==> src/sv/hwcf_pkg.sv <==
// Types, constants and saturating helpers for the hue wheel color fader.
package hwcf_pkg;

  localparam int unsigned CompW  = 8;
  localparam int unsigned MsW    = 16;
  localparam int unsigned PhaseW = 3;
  localparam int unsigned CfgIdxW = 2;
  localparam int unsigned CfgDataW = 16;

  localparam logic [CompW-1:0] COMP_MAX = 8'hFF;
  localparam logic [CompW-1:0] COMP_MIN = 8'h00;

  // Hue wheel phases.
  localparam logic [PhaseW-1:0] PH_RED_YEL = 3'd0;
  localparam logic [PhaseW-1:0] PH_YEL_GRN = 3'd1;
  localparam logic [PhaseW-1:0] PH_GRN_CYN = 3'd2;
  localparam logic [PhaseW-1:0] PH_CYN_BLU = 3'd3;
  localparam logic [PhaseW-1:0] PH_BLU_MAG = 3'd4;
  localparam logic [PhaseW-1:0] PH_MAG_RED = 3'd5;

  // Configuration register indexes.
  localparam logic [CfgIdxW-1:0] REG_FADE_ENABLE = 2'd0;
  localparam logic [CfgIdxW-1:0] REG_TICK_DELAY  = 2'd1;
  localparam logic [CfgIdxW-1:0] REG_STEP_SIZE   = 2'd2;

  typedef struct packed {
    logic [CompW-1:0] red;
    logic [CompW-1:0] green;
    logic [CompW-1:0] blue;
  } color_t;

  typedef struct packed {
    logic             fade_enable;
    logic [MsW-1:0]   tick_delay;
    logic [CompW-1:0] step_size;
  } cfg_t;

  // Add with saturation at full scale.
  function automatic logic [CompW-1:0] sat_up(logic [CompW-1:0] c, logic [CompW-1:0] d);
    logic [CompW:0] s;
    s = {1'b0, c} + {1'b0, d};
    return s[CompW] ? COMP_MAX : s[CompW-1:0];
  endfunction

  // Subtract with saturation at zero.
  function automatic logic [CompW-1:0] sat_down(logic [CompW-1:0] c, logic [CompW-1:0] d);
    return (d >= c) ? COMP_MIN : (c - d);
  endfunction

endpackage

==> src/sv/hwcf_wheel.sv <==
// One step around the six-phase hue wheel, phases checked in wheel order.
module hwcf_wheel (
  input  logic [hwcf_pkg::PhaseW-1:0] phase,
  input  hwcf_pkg::color_t            color,
  input  logic [hwcf_pkg::CompW-1:0]  step_size,
  output logic [hwcf_pkg::PhaseW-1:0] phase_nxt,
  output hwcf_pkg::color_t            color_nxt
);

  // Each phase may hand over to the next one within the same step.
  always_comb begin
    logic [hwcf_pkg::PhaseW-1:0] ph;
    hwcf_pkg::color_t            c;
    ph = phase;
    c  = color;
    if (ph == hwcf_pkg::PH_RED_YEL) begin
      c.red   = hwcf_pkg::COMP_MAX;
      c.green = hwcf_pkg::sat_up(c.green, step_size);
      if (c.green == hwcf_pkg::COMP_MAX) ph = hwcf_pkg::PH_YEL_GRN;
    end
    if (ph == hwcf_pkg::PH_YEL_GRN) begin
      c.red = hwcf_pkg::sat_down(c.red, step_size);
      if (c.red == hwcf_pkg::COMP_MIN && c.green == hwcf_pkg::COMP_MAX)
        ph = hwcf_pkg::PH_GRN_CYN;
    end
    if (ph == hwcf_pkg::PH_GRN_CYN) begin
      c.blue = hwcf_pkg::sat_up(c.blue, step_size);
      if (c.green == hwcf_pkg::COMP_MAX && c.blue == hwcf_pkg::COMP_MAX)
        ph = hwcf_pkg::PH_CYN_BLU;
    end
    if (ph == hwcf_pkg::PH_CYN_BLU) begin
      c.green = hwcf_pkg::sat_down(c.green, step_size);
      if (c.green == hwcf_pkg::COMP_MIN && c.blue == hwcf_pkg::COMP_MAX)
        ph = hwcf_pkg::PH_BLU_MAG;
    end
    if (ph == hwcf_pkg::PH_BLU_MAG) begin
      c.red = hwcf_pkg::sat_up(c.red, step_size);
      if (c.red == hwcf_pkg::COMP_MAX && c.blue == hwcf_pkg::COMP_MAX)
        ph = hwcf_pkg::PH_MAG_RED;
    end
    if (ph == hwcf_pkg::PH_MAG_RED) begin
      c.blue = hwcf_pkg::sat_down(c.blue, step_size);
      if (c.red == hwcf_pkg::COMP_MAX && c.blue == hwcf_pkg::COMP_MIN) begin
        c.red   = hwcf_pkg::COMP_MAX;
        c.green = hwcf_pkg::COMP_MIN;
        c.blue  = hwcf_pkg::COMP_MIN;
        ph      = hwcf_pkg::PH_RED_YEL;
      end
    end
    phase_nxt = ph;
    color_nxt = c;
  end

endmodule

==> src/sv/hwcf_state.sv <==
// Fader state: tick counter, last millisecond value, hue phase and color.
module hwcf_state (
  input  logic                       clk,
  input  logic                       rst_n,
  input  logic                       update,
  input  logic [hwcf_pkg::MsW-1:0]   ms_count,
  input  hwcf_pkg::cfg_t             cfg,
  output hwcf_pkg::color_t           color_nxt
);

  logic [hwcf_pkg::PhaseW-1:0] phase_r, phase_nxt;
  logic [hwcf_pkg::MsW-1:0]    tick_r, tick_nxt;
  logic [hwcf_pkg::MsW-1:0]    last_ms_r, last_ms_nxt;
  hwcf_pkg::color_t            color_r;

  logic [hwcf_pkg::PhaseW-1:0] fix_phase;
  hwcf_pkg::color_t            fix_color;
  logic [hwcf_pkg::MsW-1:0]    tick_adv;
  logic                        do_step;
  logic [hwcf_pkg::PhaseW-1:0] wheel_phase;
  hwcf_pkg::color_t            wheel_color;

  // Recover from an impossible phase code before the tick logic runs.
  always_comb begin
    if (phase_r > hwcf_pkg::PH_MAG_RED) begin
      fix_phase       = hwcf_pkg::PH_RED_YEL;
      fix_color.red   = hwcf_pkg::COMP_MAX;
      fix_color.green = hwcf_pkg::COMP_MIN;
      fix_color.blue  = hwcf_pkg::COMP_MIN;
    end else begin
      fix_phase = phase_r;
      fix_color = color_r;
    end
  end

  // A new millisecond value advances the tick count; reaching the delay steps the wheel.
  assign tick_adv = (ms_count != last_ms_r) ? (tick_r + 1'b1) : tick_r;
  assign do_step  = (tick_adv == cfg.tick_delay);

  hwcf_wheel u_wheel (
    .phase     (fix_phase),
    .color     (fix_color),
    .step_size (cfg.step_size),
    .phase_nxt (wheel_phase),
    .color_nxt (wheel_color)
  );

  // Next state for this request; held entirely while fading is off.
  always_comb begin
    phase_nxt   = phase_r;
    tick_nxt    = tick_r;
    last_ms_nxt = last_ms_r;
    color_nxt   = color_r;
    if (cfg.fade_enable) begin
      last_ms_nxt = ms_count;
      if (do_step) begin
        tick_nxt  = '0;
        phase_nxt = wheel_phase;
        color_nxt = wheel_color;
      end else begin
        tick_nxt  = tick_adv;
        phase_nxt = fix_phase;
        color_nxt = fix_color;
      end
    end
  end

  // Commit the state when the request moves into the result register.
  always_ff @(posedge clk) begin
    if (!rst_n) begin
      phase_r       <= hwcf_pkg::PH_RED_YEL;
      tick_r        <= '0;
      last_ms_r     <= '0;
      color_r.red   <= hwcf_pkg::COMP_MAX;
      color_r.green <= hwcf_pkg::COMP_MIN;
      color_r.blue  <= hwcf_pkg::COMP_MIN;
    end else if (update) begin
      phase_r     <= phase_nxt;
      tick_r      <= tick_nxt;
      last_ms_r   <= last_ms_nxt;
      color_r     <= color_nxt;
    end
  end

endmodule

==> src/sv/hue_wheel_color_fader_core.sv <==
// Hue wheel color fader: takes one color request per cycle unless the result side stalls,
// each carrying the current millisecond counter, and returns one red/green/blue color per
// request. A request sits in an input register, the fader state is updated from it in a
// single combinational pass, and the color lands in a result register when its request
// moves on from the input register, so with no stall on the result side a new request can
// be accepted every cycle. A result that waits for out_ready holds the request behind it
// in the input register. That pass (tick compare plus the chained six-phase saturating
// wheel step) sets the clock period. Configuration writes are always accepted and take
// effect at once; they are meant to be made only while no request is in flight.
module hue_wheel_color_fader_core (
  input  logic                           clk,
  input  logic                           rst_n,
  input  logic                           in_valid,
  output logic                           in_ready,
  input  logic [hwcf_pkg::MsW-1:0]       in_ms_count,
  output logic                           out_valid,
  input  logic                           out_ready,
  output logic [hwcf_pkg::CompW-1:0]     out_red,
  output logic [hwcf_pkg::CompW-1:0]     out_green,
  output logic [hwcf_pkg::CompW-1:0]     out_blue,
  input  logic                           cfg_valid,
  output logic                           cfg_ready,
  input  logic [hwcf_pkg::CfgIdxW-1:0]   cfg_index,
  input  logic [hwcf_pkg::CfgDataW-1:0]  cfg_data
);

  hwcf_pkg::cfg_t             cfg_r;
  logic                       s1_valid_r;
  logic [hwcf_pkg::MsW-1:0]   s1_ms_r;
  logic                       out_valid_r;
  hwcf_pkg::color_t           out_color_r;
  hwcf_pkg::color_t           color_nxt;
  logic                       advance;

  // Configuration registers; indexes past the list are ignored.
  assign cfg_ready = 1'b1;
  always_ff @(posedge clk) begin
    if (!rst_n) begin
      cfg_r.fade_enable <= 1'b1;
      cfg_r.tick_delay  <= 16'd1;
      cfg_r.step_size   <= 8'd1;
    end else if (cfg_valid && cfg_ready) begin
      unique case (cfg_index)
        hwcf_pkg::REG_FADE_ENABLE: cfg_r.fade_enable <= cfg_data[0];
        hwcf_pkg::REG_TICK_DELAY:  cfg_r.tick_delay  <= cfg_data;
        hwcf_pkg::REG_STEP_SIZE:   cfg_r.step_size   <= cfg_data[hwcf_pkg::CompW-1:0];
        default: ;
      endcase
    end
  end

  // The held request moves on whenever the result register is free or being drained.
  assign advance  = s1_valid_r && (!out_valid_r || out_ready);
  assign in_ready = !s1_valid_r || advance;

  // Input register.
  always_ff @(posedge clk) begin
    if (!rst_n) begin
      s1_valid_r <= 1'b0;
    end else if (in_valid && in_ready) begin
      s1_valid_r <= 1'b1;
    end else if (advance) begin
      s1_valid_r <= 1'b0;
    end
  end

  always_ff @(posedge clk) begin
    if (in_valid && in_ready) begin
      s1_ms_r <= in_ms_count;
    end
  end

  hwcf_state u_state (
    .clk       (clk),
    .rst_n     (rst_n),
    .update    (advance),
    .ms_count  (s1_ms_r),
    .cfg       (cfg_r),
    .color_nxt (color_nxt)
  );

  // Result register.
  always_ff @(posedge clk) begin
    if (!rst_n) begin
      out_valid_r <= 1'b0;
    end else if (advance) begin
      out_valid_r <= 1'b1;
    end else if (out_ready) begin
      out_valid_r <= 1'b0;
    end
  end

  always_ff @(posedge clk) begin
    if (advance) begin
      out_color_r <= color_nxt;
    end
  end

  assign out_valid = out_valid_r;
  assign out_red   = out_color_r.red;
  assign out_green = out_color_r.green;
  assign out_blue  = out_color_r.blue;

endmodule

==> config.mk <==
export PLATFORM = sky130hd
export DESIGN_NAME = hue_wheel_color_fader_core
export DESIGN_NICKNAME = d
export VERILOG_FILES = /design/src/sv/hwcf_pkg.sv /design/src/sv/hwcf_wheel.sv /design/src/sv/hwcf_state.sv /design/src/sv/hue_wheel_color_fader_core.sv
export SDC_FILE = /design/constraint.sdc
export NUM_CORES = 1
export LEC_CHECK = 0
export BUFFER_PORTS_ARGS = -buffer_cell sky130_fd_sc_hd__buf_2
export CELL_PAD_IN_SITES_DETAIL_PLACEMENT = 1
export CELL_PAD_IN_SITES_GLOBAL_PLACEMENT = 1
export CORE_MARGIN = 2
export CORE_UTILIZATION = 47
export DETAILED_ROUTE_END_ITERATION = 16
export GPL_TIMING_DRIVEN = 0
export PLACE_DENSITY = 0.81
export RECOVER_POWER = 25
export SLEW_MARGIN = 0
export SYNTH_ARGS = -nofsm -noshare
export SYNTH_HDL_FRONTEND = slang
export SYNTH_SLANG_ARGS = --single-unit
==> constraint.sdc <==
create_clock -name clk -period 8.19 [get_ports clk]
set_clock_uncertainty 0.15 [all_clocks]
set_input_delay 0.4095 -clock clk [delete_from_list [all_inputs] [get_ports clk]]
set_output_delay 0.4095 -clock clk [all_outputs]
set_load 0.01 [all_outputs]
==> qor.yml <==
synth_cell_types: 84
wirelength_mm: 32.7
yosys_most_used_dff: "dfxtp_1"
powerDensity_mw_per_mm2: 169
setup_violations: 0
finalHoldWorstSlack_ns: 0.00732
crit_family: "compound AO/OA/AOI/OAI gates"
cts_buffers: 17
syn-num-nets: 1271
fin_crit_sh: 0.962
path_max_fanout: 10
yosys_warnings: 0
clock-root-buffer: "clkbuf_16"
required_ns: 8.35
ys_ff_latch: 126
final_cell_mix: "164 x nand2_1, 89 x nor2_1, 84 x dfxtp_1, 80 x a21oi_1, 63 x clkbuf_1"
dieHeight_um: 146
synth_area_mm2: 0.00953
io_buffers: 64
die_area_mm2: 0.0214
leakage_uw: 0.00434
drt_iter0_drc: 667
slowest_stage: "or4_1"
drt_first_pass_iters: 5
drv_slew: 0
rows: 52
max_slew_margin: 0.250
syn_inst: 1181
period_needed_ns: 7.88
start_util: 0.475
cts.sinks: 126
synth_edf_count: 40
dp_hpwl_mm: 24.6
critical_path_class: "reg -> reg"
final_common_cell: "nand2_1"
grt_max_degree: 27
vias: 9457
max_stage_delay_ns: 0.62
gp_congestion: 0.982
clk_pin_slew_ns: 0.06
design_area_mm2: 0.0108
area_growth_pct: 13.3
nNetsFinal: 1355
final_hold_viol_count: 0
wl_per_cell_um: 21.1
ctsHtreeMaxLevel: 4
insertion_delay_ns: 0.42
die_w_um: 146
crit_arrival_ns: 8.04
grt_pass1_vias: 9737
multiInputGateArea_mm2: 0.00624
status: "finished, final reports clean"
ant_nets: 0
grt_antenna_before_repair: 0
track_usage: 0.308
min_path_type: "in -> reg"
vdd_drop_max_v: 0.000142
fill_cells: 2556
cp-start-kind: "flop"
coreArea_mm2: 0.0200
drc: 0
avgSynthCellArea_um2: 8.07
cts_tree: "done"
synthArstFlopShare: 0
diodes: 0
fmax_mhz: 127
cts_buffer_depth: 2
crit_buf_inv: 5
grt_pass1_wl_mm: 52.1
yosysSeqAreaShare: 0.307
path_common_cell: "a21o_1"
drv_cap: 0
ff_latch_area_mm2: 0.00293
placed_cell_area_mm2: 0.0102
grt_overflow: 0
endpoint_kind: "flop"
io_pins: 66
worstMarginPinSlew_ns: 1.12
vias_per_cell: 6.11
drive_above_1_share: 0.0931
## report_power, final
part | switching [uW] | internal (uW) | leakage (uW)
Combinational | 261 | 139 | 0.00301
Clock | 302 | 429 | 0.000271
Sequential | 23.2 | 674 | 0.00106
## repair_timing
action	4_1_cts	5_1_grt
pin swaps	0	1
setup endpoints to repair	21	34
hold buffers	0	0
buffers inserted	0	1
gates resized for setup	5	21
hold endpoints to repair	0	0
## routing by layer
| metal | part of all wire | track usage | vias up |
|---|---|---|---|
| li1 | - | - | 4425 |
| met1 | 0.43 | 0.402 | 4643 |
| met2 | 0.48 | 0.515 | 303 |
| met3 | 0.049 | 0.0400 | 86 |
| met4 | 0.037 | 0.129 | 0 |
| met5 | 0 | 0 | - |
## final cells by class
type / instances / share of cell area
Clock buffer: 18 / 0.0407
Tap cell: 270 / 0.0313
Buffer: 57 / 0.0231
Sequential cell: 126 / 0.271
Inverter: 46 / 0.0160
Multi-Input combinational cell: 952 / 0.578
Timing Repair Buffer: 65 / 0.0274
Clock inverter: 14 / 0.0123
## cell usage after synthesis (all sizes together), types with 34 or more instances
cell | n | area [um2]
a21oi | 82 | 410
nand2 | 165 | 619
nor2 | 90 | 340
xnor2 | 34 | 298
xor2 | 36 | 315
dfxtp | 86 | 1720
o21ai | 60 | 300
edfxtp | 40 | 1200
inv | 46 | 173
mux2i | 36 | 360
clkbuf | 43 | 161
ha | 46 | 576
a21boi | 39 | 312
## flip-flops by register name (all words and copies together) (netlist names)
| signal | count |
|---|---|
| u_state.last_ms_r | 16 |
| u_state.tick_r | 16 |
| out_red | 8 |
| cfg_r | 25 |
| u_state.phase_r | 3 |
| s1_ms_r | 16 |
| out_green | 8 |
| s1_valid_r | 1 |
| out_valid | 1 |
| out_blue | 8 |
| u_state.color_r | 24 |
## cell families after synthesis
group	Yosys count	synth area share
simple gates	455	0.231
compound gates	336	0.242
flops	126	0.307
buf+inv	103	0.0432
xor+xnor	70	0.0644
fa+ha+maj	51	0.0709
mux	39	0.0414
other cells	1	0.000394
## path summary, 6_finish.rpt
path                                         start                  end  slack, ns  depth (start not counted)
worst max register to register  u_state.phase_r[2]  u_state.color_r[14]       0.31                         31
worst min register to register           cfg_r[18]            cfg_r[18]       0.33                          2
worst min-delay path               in_ms_count[14]          s1_ms_r[14]      0.007                          1
worst max-delay path            u_state.phase_r[2]  u_state.color_r[14]       0.31                         31
## through the flow
stage	instances	power (uW)	TNS (ns)	util	setup WS [ns]
5_1_grt	1548	1890	-0.0186	0.539	-0.00955
2_1_floorplan	1181	964	0	-	1.38
3_3_place_gp	1515	1080	-0.423	0.508	-0.116
6_report	1548	1830	0	0.539	0.314
3_5_place_dp	1515	1090	-1.88	0.508	-0.204
4_1_cts	1547	1820	0	0.538	0.0232
(Power assumes the default switching activity.)
